==> config.mk <==
export PLATFORM = sky130hd
export DESIGN_NAME = fodh_ctrl
export DESIGN_NICKNAME = d
export VERILOG_FILES = /design/src/hw/rtl/fodh_pkg.sv /design/src/hw/rtl/fodh_ctrl.sv
export VERILOG_INCLUDE_DIRS = /design/src /design/src/hw/rtl
export SDC_FILE = /design/constraint.sdc
export NUM_CORES = 1
export LEC_CHECK = 0
export BUFFER_PORTS_ARGS = -buffer_cell sky130_fd_sc_hd__clkbuf_2
export CAP_MARGIN = 25
export CELL_PAD_IN_SITES_DETAIL_PLACEMENT = 0
export CELL_PAD_IN_SITES_GLOBAL_PLACEMENT = 1
export CORE_AREA = 2 2 39 41
export DETAILED_ROUTE_END_ITERATION = 10
export DIE_AREA = 0 0 41 43
export PLACE_DENSITY = 0.6
export SYNTH_ARGS = -nofsm -noshare
export SYNTH_HDL_FRONTEND = slang
export SYNTH_SLANG_ARGS = --single-unit
==> constraint.sdc <==
create_clock -name clk_i -period 1.3 [get_ports clk_i]
set_input_delay 0.26 -clock clk_i [delete_from_list [all_inputs] [get_ports clk_i]]
set_output_delay 0.26 -clock clk_i [all_outputs]
set_load 0.05 [all_outputs]
==> src/hw/rtl/fractal_orbit_density_histogram_assert.svh <==
// Assertion macros shared by the orbit density histogram RTL.
// Uses clk_i and rst_ni of the including module; empty under SYNTHESIS.
`ifndef FRACTAL_ORBIT_DENSITY_HISTOGRAM_ASSERT_SVH
`define FRACTAL_ORBIT_DENSITY_HISTOGRAM_ASSERT_SVH
`ifndef SYNTHESIS
`define FODH_ASSERT(lbl, prop, msg) \
  lbl: assert property (@(posedge clk_i) disable iff (!rst_ni) (prop)) else $error(msg);
`define FODH_ASSERT_NEXT(lbl, ante, cons, msg) \
  lbl: assert property (@(posedge clk_i) disable iff (!rst_ni) (ante) |=> (cons)) \
    else $error(msg);
`else
`define FODH_ASSERT(lbl, prop, msg)
`define FODH_ASSERT_NEXT(lbl, ante, cons, msg)
`endif
`endif

==> src/hw/rtl/fodh_pkg.sv <==
// Types, constants and codes of the orbit density histogram.
// Used by every module of the block; depends on nothing.
`default_nettype none

package fodh_pkg;

  localparam int GridScale = 128;
  localparam int FracBits  = 26;
  localparam int CountBits = 32;

  localparam int ScaleBits = $clog2(GridScale);
  localparam int GridCols  = 3 * GridScale;
  localparam int GridRows  = 2 * GridScale;
  localparam int BinTotal  = GridCols * GridRows;
  localparam int BinAw     = $clog2(BinTotal);

  localparam int ColBits  = 9;
  localparam int RowBits  = 8;
  localparam int LenBits  = 16;
  localparam int HitsBits = 16;
  localparam int ApbDw    = 32;
  localparam int ApbAw    = 3;

  // orbit value, multiplier operand and product widths
  localparam int ZW = FracBits + 8;
  localparam int MW = FracBits + 5;
  localparam int PW = 2 * MW;

  localparam logic signed [ZW-1:0] FxOne        = ZW'(64'sd1 <<< FracBits);
  localparam logic signed [ZW-1:0] FxTwo        = ZW'(64'sd2 <<< FracBits);
  localparam logic signed [ZW-1:0] FxFour       = ZW'(64'sd4 <<< FracBits);
  localparam logic signed [ZW-1:0] FxMinusOne   = ZW'(-(64'sd1 <<< FracBits));
  localparam logic signed [ZW-1:0] FxMinusTwo   = ZW'(-(64'sd2 <<< FracBits));
  localparam logic signed [ZW-1:0] FxMinusFour  = ZW'(-(64'sd4 <<< FracBits));
  localparam logic signed [PW-1:0] SqLimit      = PW'(64'sd16 <<< FracBits);

  localparam logic [LenBits-1:0]   OrbitLenReset = LenBits'(1000);
  localparam logic [CountBits-1:0] CountMax      = '1;

  typedef enum logic [1:0] {
    OP_TRACE = 2'd0,
    OP_READ  = 2'd1,
    OP_CLEAR = 2'd2
  } opcode_e;

  typedef enum logic [ApbAw-1:0] {
    REG_ORBIT_LENGTH = 3'd0
  } reg_addr_e;

  typedef enum logic [2:0] {
    ST_IDLE,
    ST_MUL,
    ST_UPD,
    ST_LOOK,
    ST_WAIT,
    ST_DONE
  } state_e;

  typedef struct packed {
    logic [1:0]         opcode;
    logic [ColBits-1:0] pixel_col;
    logic [RowBits-1:0] pixel_row;
  } in_beat_t;

  typedef struct packed {
    logic [CountBits-1:0] bin_count;
    logic [CountBits-1:0] peak_hits;
    logic [HitsBits-1:0]  hits_recorded;
  } out_beat_t;

  typedef struct packed {
    logic load;
    logic mul;
    logic upd;
    logic look;
    logic clear;
    logic emit;
  } ctrl_cmd_t;

  typedef struct packed {
    logic len_zero;
    logic stop;
    logic at_end;
    logic read_ok;
  } orbit_sts_t;

endpackage

`default_nettype wire

==> src/hw/rtl/fodh_ctrl.sv <==
// Controller state machine: sequences trace iterations, bin reads, clears and result beats.
// Depends on fodh_pkg and the assertion macro header.
`default_nettype none
`include "fractal_orbit_density_histogram_assert.svh"

module fodh_ctrl (
  input  logic                 clk_i,
  input  logic                 rst_ni,
  input  logic                 in_valid_i,
  input  logic [1:0]           opcode_i,
  input  fodh_pkg::orbit_sts_t sts_i,
  input  logic                 hist_busy_i,
  input  logic                 out_free_i,
  output logic                 in_stall_o,
  output fodh_pkg::ctrl_cmd_t  cmd_o
);
  import fodh_pkg::*;

  state_e state_q, state_d;

  always_ff @(posedge clk_i or negedge rst_ni) begin
    if (!rst_ni) begin
      state_q <= ST_IDLE;
    end else begin
      state_q <= state_d;
    end
  end

  always_comb begin
    state_d    = state_q;
    cmd_o      = '0;
    in_stall_o = 1'b1;
    case (state_q)
      ST_IDLE: begin
        in_stall_o = hist_busy_i;
        if (in_valid_i && !hist_busy_i) begin
          cmd_o.load = 1'b1;
          case (opcode_i)
            OP_TRACE: state_d = sts_i.len_zero ? ST_WAIT : ST_MUL;
            OP_READ:  state_d = ST_LOOK;
            OP_CLEAR: begin
              cmd_o.clear = 1'b1;
              state_d     = ST_WAIT;
            end
            default:  state_d = ST_DONE;
          endcase
        end
      end
      ST_MUL: begin
        cmd_o.mul = 1'b1;
        state_d   = ST_UPD;
      end
      ST_UPD: begin
        cmd_o.upd = 1'b1;
        state_d   = (sts_i.stop || sts_i.at_end) ? ST_WAIT : ST_MUL;
      end
      ST_LOOK: begin
        cmd_o.look = 1'b1;
        state_d    = ST_DONE;
      end
      ST_WAIT: begin
        if (!hist_busy_i) begin
          state_d = ST_DONE;
        end
      end
      ST_DONE: begin
        if (out_free_i) begin
          cmd_o.emit = 1'b1;
          state_d    = ST_IDLE;
        end
      end
      default: state_d = ST_IDLE;
    endcase
  end

  `FODH_ASSERT_NEXT(a_stop_drains, state_q == ST_UPD && sts_i.stop, state_q == ST_WAIT, "early exit did not drain")
  `FODH_ASSERT_NEXT(a_look_done, state_q == ST_LOOK, state_q == ST_DONE, "bin read did not complete")

endmodule

`default_nettype wire

==> results.cfg, run 1 <==
[status]
status = complete, but fails checks
violations = setup timing

[timing]
skew_ns = 0.0009555
whs_ns = 0.2662
relSlewSlack_pct = 86.03
rsz0062_at_grt = yes
maxSlewViolCount = 0
layout_setup_ws_ns = -0.2763
hold_viol_final = 0
worst_slew_pin_slew_ns = 0.2086
period_minus_slack_ns = 1.576
max_freq_mhz = 634.4
setup_viol = 8
min_period_over_period_pct = 121.3

[layout]
largest_reg_flops = 3
largestRegisters = state_q (3)
finalNonFillerCells = 86
layout-drive-gt1-share_pct = 67.14
regMostFlops = state_q
antenna_cells = 0
layout.nets = 82
area_growth_pct = 150.5

[yosys]
ys_types = 20
synth.avg_cell_area_um2 = 7.579
ys.flop_type = dfrtp_1
synth_common_cells = 7 x nor2_1, 3 x dfrtp_1, 3 x nand2_1, 3 x o21ai_0
ys_seq_area_share_pct = 28.30
synthMostInstantiatedCell = nor2_1
synth_top_area_cell = dfrtp_1
ys_ff_latch = 3
ys_warn_count = 0
synth_edf_count = 0
ys_async_sr_fraction_pct = 100.0
synth_cells = 35
synth.cell_area_um2 = 265.3
synth_nets = 46
synthTopCellsByArea = dfrtp_1 28%, nor2_1 9.9%, a22o_1 6.6%, o21ai_0 5.7%, nor2b_1 4.7%
synth_top_area_share_pct = 28.30

[floorplan]
row_count = 14
io_pins = 18
chipWidth_um = 41
die_area_um2 = 1763
core_um2 = 1384
start_util_pct = 19.17
die_y_um = 43

[critical_path]
worstSetupEndpointType = output pin
path_max_fanout = 3
crit_arrival_ns = 1.32
rr_startpoint = state_q[0]
ff2ff_path_depth = 4
r2r_end = state_q[2]
crit_type = reg -> out
r2r_slack_ns = -0.12
critPathMaxStageDelay_ns = 0.43
crit_path_start_kind = flop
slowest_stage = dfrtp_2
critPathRequiredTime_ns = 1.04
crit_chain = nor2_4 > and3_4 > and3b_2 > clkbuf_16

[global_route]
grtUsageTotal_pct = 12.68
grt_max_degree = 6
antenna_found_initial = 0
grt-ovfl-total = 0
grt_pass1_vias = 378
grt_pass1_wl_mm = 1.497

[run]
maxCapViolations = 0

[routing]
drtAntennaViolNets = 0
drc_errors = 0
wirelength_um = 993
via_per_inst = 4.349
wl_per_cell_um = 11.55
via_count = 374
dr.pass1.iters = 4
first_iter_violations = 4

[place]
finalWeightedCongestion = 0.7394
place_inst = 75
portBuffers = 16
dp_hpwl_um = 672.2
place_ws_ns = -0.1137

[min_path]
hp-class = in -> reg
hold-path-cell-count = 2
whs_endpoint = state_q[0]
min-delay-start = out_free_i

[clock_network]
clockRootBuffer = clkbuf_4
cts_buffers = 3
clkSlewWorstSetupHoldPaths_ns = 0.04
htree_levels = 1
clkSinkCount = 3
cts_tree = yes
clk_latency_ns = 0.23
clockBufferDepth = 2

[power_and_ir_drop]
max-vdd-ir-drop_mv = 0.9225
p_per_area_nw_per_um2 = 2140
total_leakage_power_nw = 0.3325
==> area by class of cell <==
| type | instances | area (um^2) |
|---|---|---|
| clock buffer | 4 | 26.28 |
| tap | 16 | 20.02 |
| fill | 137 | 719.4 |
| inverter | 2 | 7.507 |
| sequential | 3 | 76.32 |
| multi-input combinational | 29 | 225.2 |
| timing repair buffer | 32 | 309.0 |
==> timing repair <==
action                                  in CTS  in global routing
endpoints found under the hold margin        3                  0
pin swaps                                    3                  4
endpoints found under the setup margin       9                  9
resized for setup                           22                  5
buffers inserted                             3                  3
hold buffers                                 1                  0
==> where the power goes <==
part	internal, W	switching [W]
registers	0.000137	0.0000474
clock network	0.000115	0.0000511
logic	0.000578	0.000493
==> cells in the final DEF, fill, tap and decap left out, types with 2 or more instances in the layout <==
cell type and instances:
clkbuf_4 3, a22o_1 2, clkbuf_16 2, dfrtp_1 2, buf_8 2, and2_4 2
buf_12 2, and3_4 2, nor2_1 4, nor2b_4 2, nand2_1 2, o21ai_0 2
buf_6 2, nor2_4 2, clkbuf_2 9, inv_1 2, buf_4 13
==> worst max path at each step <==
| stage | start | to | slack (ns) | cells past startpoint |
|---|---|---|---|---|
| 2_1_floorplan | state_q[0] | cmd_o[1] | -0.17 | 4 |
| 3_3_place_gp | state_q[0] | state_q[2] | -0.11 | 4 |
| 3_5_place_dp | state_q[2] | cmd_o[1] | -0.11 | 4 |
| 4_1_cts | state_q[0] | cmd_o[1] | -0.28 | 4 |
| 5_1_grt | state_q[2] | cmd_o[1] | -0.33 | 4 |
| 6_report | state_q[2] | cmd_o[1] | -0.28 | 4 |
==> cells by family after synthesis <==
logic type             share of synthesized area, %
flip-flops                                    28.30
AO/OA/AOI/OAI                                 26.89
AND/OR/NAND/NOR                               37.74
buffers and inverters                         7.076
==> critical path: cells and delay by family (launching register included) <==
family	cells	cell delay, ns
buffers and inverters	1	0.16
AND/OR/NAND/NOR	3	0.50
flip-flops	1	0.43
==> routing by layer <==
metal	track usage [%]	wire length, um	vias to the layer above
li1	-	-	193
met3	6.806	64	0
met1	12.94	414	167
met2	21.25	514	14
met4	3.333	0	0
met5	0	0	-
==> per-stage QoR <==
stage	total power (W)	setup TNS [ns]	area [um^2]	utilization, %
after detailed placement	0.0009166	-0.4567	474.2	34.27
final	0.001422	-1.547	664.4	48.01
after CTS	0.001323	-1.476	634.4	45.84
after global routing	0.001519	-1.994	664.4	48.01
after floorplan	0.0006502	-0.3806	287.8	-
after global placement	0.0009085	-0.4392	474.2	34.27
Note: power is estimated with default switching activity, not from simulation.
==> run 2, diff against run 1 <==
--- a/config.mk
+++ b/config.mk
@@ -13,7 +13,7 @@
 export CORE_AREA = 2 2 39 41
 export DETAILED_ROUTE_END_ITERATION = 10
 export DIE_AREA = 0 0 41 43
-export PLACE_DENSITY = 0.6
+export PLACE_DENSITY = 0.58
 export SYNTH_ARGS = -nofsm -noshare
 export SYNTH_HDL_FRONTEND = slang
 export SYNTH_SLANG_ARGS = --single-unit
==> constraint.sdc (replaced) <==
create_clock -name clk_i -period 1.9 [get_ports clk_i]
set_input_delay 0.38 -clock clk_i [delete_from_list [all_inputs] [get_ports clk_i]]
set_output_delay 0.38 -clock clk_i [all_outputs]
set_load 0.05 [all_outputs]
==> results.cfg, run 2 (synthesis gave the netlist of run 1 again) <==
[critical_path]
crit_type = reg -> out
critPathBufInv = 1
crit_arrival_ns = 1.40
worstSetupEndpointType = output pin
timing.critical_path.max_delay_family = simple AND/OR/NAND/NOR gates
crit_chain = nor2_2 > and3_2 > and3b_2 > clkbuf_4
path_max_fanout = 6
slowest_stage = dfrtp_1
crit_path_start_kind = flop
critPathMaxStageDelay_ns = 0.43
critPathRequiredTime_ns = 1.52

[routing]
wl_per_cell_um = 10.14
drtAntennaViolNets = 0
dr.pass1.iters = 2
via_count = 326
first_iter_violations = 4
drc_errors = 0
wirelength_um = 730
via_per_inst = 4.528

[layout]
layout_common_cells = 15 x clkbuf_2, 5 x nor2_1, 4 x clkbuf_4, 3 x nand2_1, 3 x o21ai_0
largest_reg_flops = 3
area_growth_pct = 56.13
multiInputGateArea_um2 = 183.9
layout-drive-gt1-share_pct = 50.00
antenna_cells = 0
fill_cells = 163
seq_area_um2 = 76.32
layout.nets = 68
final_common_cell = clkbuf_2
largestRegisters = state_q (3)
regMostFlops = state_q

[floorplan]
chipWidth_um = 41
core_um2 = 1384
die_y_um = 43
row_count = 14
io_pins = 18
start_util_pct = 19.17
die_area_um2 = 1763

[global_route]
grt_max_degree = 10
antenna_found_initial = 0
grtUsageTotal_pct = 10.23
grt-ovfl-total = 0
grt_pass1_vias = 281
grt_pass1_wl_mm = 1.145

[place]
dp_hpwl_um = 573
portBuffers = 16
place_ws_ns = 0.2436
finalWeightedCongestion = 0.7282

[run]
maxCapViolations = 0

[power_and_ir_drop]
total_leakage_power_nw = 0.2233
p_per_area_nw_per_um2 = 1493
max-vdd-ir-drop_mv = 0.2853

[timing]
hold_viol_final = 0
whs_ns = 0.3632
period_minus_slack_ns = 1.783
maxSlewViolCount = 0
rsz0062_at_grt = no
fin_tns_setup_ns = 0
setup_viol = 0
skew_ns = 0.006256
worst_slew_pin_slew_ns = 0.2790
relSlewSlack_pct = 81.48
layout_setup_ws_ns = 0.1169
min_period_over_period_pct = 93.85
max_freq_mhz = 560.8

[status]
status = complete, no violations

[min_path]
hp-class = in -> reg

[clock_network]
clkSlewWorstSetupHoldPaths_ns = 0.04
htree_levels = 1
clkSinkCount = 3
clockRootBuffer = clkbuf_4
clockBufferDepth = 2
cts_tree = yes
clk_latency_ns = 0.24
cts_buffers = 3
[run 2: cell types whose count changed in the layout (fill, tap and decap cells not counted), sizes merged]
cell,delta
buf,-18
clkbuf,+4
[run 2: worst paths after layout]
check,start,endpoint,slack [ns],depth (start not counted)
setup / recovery,state_q[1],cmd_o[1],0.12,4
hold / removal,out_free_i,state_q[0],0.36,2
setup reg to reg,state_q[0],state_q[2],0.46,4
hold reg to reg,state_q[0],state_q[0],0.69,3
max in group asynchronous,rst_ni,state_q[2],1.30,2
min in group asynchronous,rst_ni,state_q[1],0.47,2
[run 2: cell type report]
type	instances	area share [%]
Multi-Input combinational cell	29	44.41
Timing Repair Buffer	18	24.17
Sequential cell	3	18.43
Clock buffer	4	6.344
Tap cell	16	4.834
Inverter	2	1.813
[run 2: power by group]
part           leakage, nW  internal (W)  total (W)  switching (W)
clock network       0.0150     0.0000787   0.000112      0.0000338
registers           0.0376     0.0000935   0.000135      0.0000418
logic                0.171      0.000136   0.000370       0.000235
total                0.223      0.000308   0.000618       0.000310
[run 2: layer usage]
layer | global-route usage (%) | part of all wire (%)
met4 | 8.000 | 0
met1 | 12.18 | 42
met5 | 0 | 0
met2 | 13.44 | 52
met3 | 4.712 | 5.8
[run 2: timing repair]
action / 4_1_cts / 5_1_grt
setup endpoints to repair: 1 / 1
resized for setup: 1 / 3
hold endpoints to repair: 3 / 0
hold buffers: 1 / 0
buffers inserted: 0 / 0
[run 2: stage by stage]
stage | cell area [um^2] | utilization [%] | total power, W | instances
CTS | 407.9 | 29.48 | 0.0006191 | 72
detailed placement | 369.1 | 26.67 | 0.0004965 | 67
finish | 414.1 | 29.93 | 0.0006183 | 72
floorplan | 272.8 | - | 0.0004202 | 35
global route | 414.1 | 29.93 | 0.0006789 | 72
global placement | 369.1 | 26.67 | 0.0005016 | 67
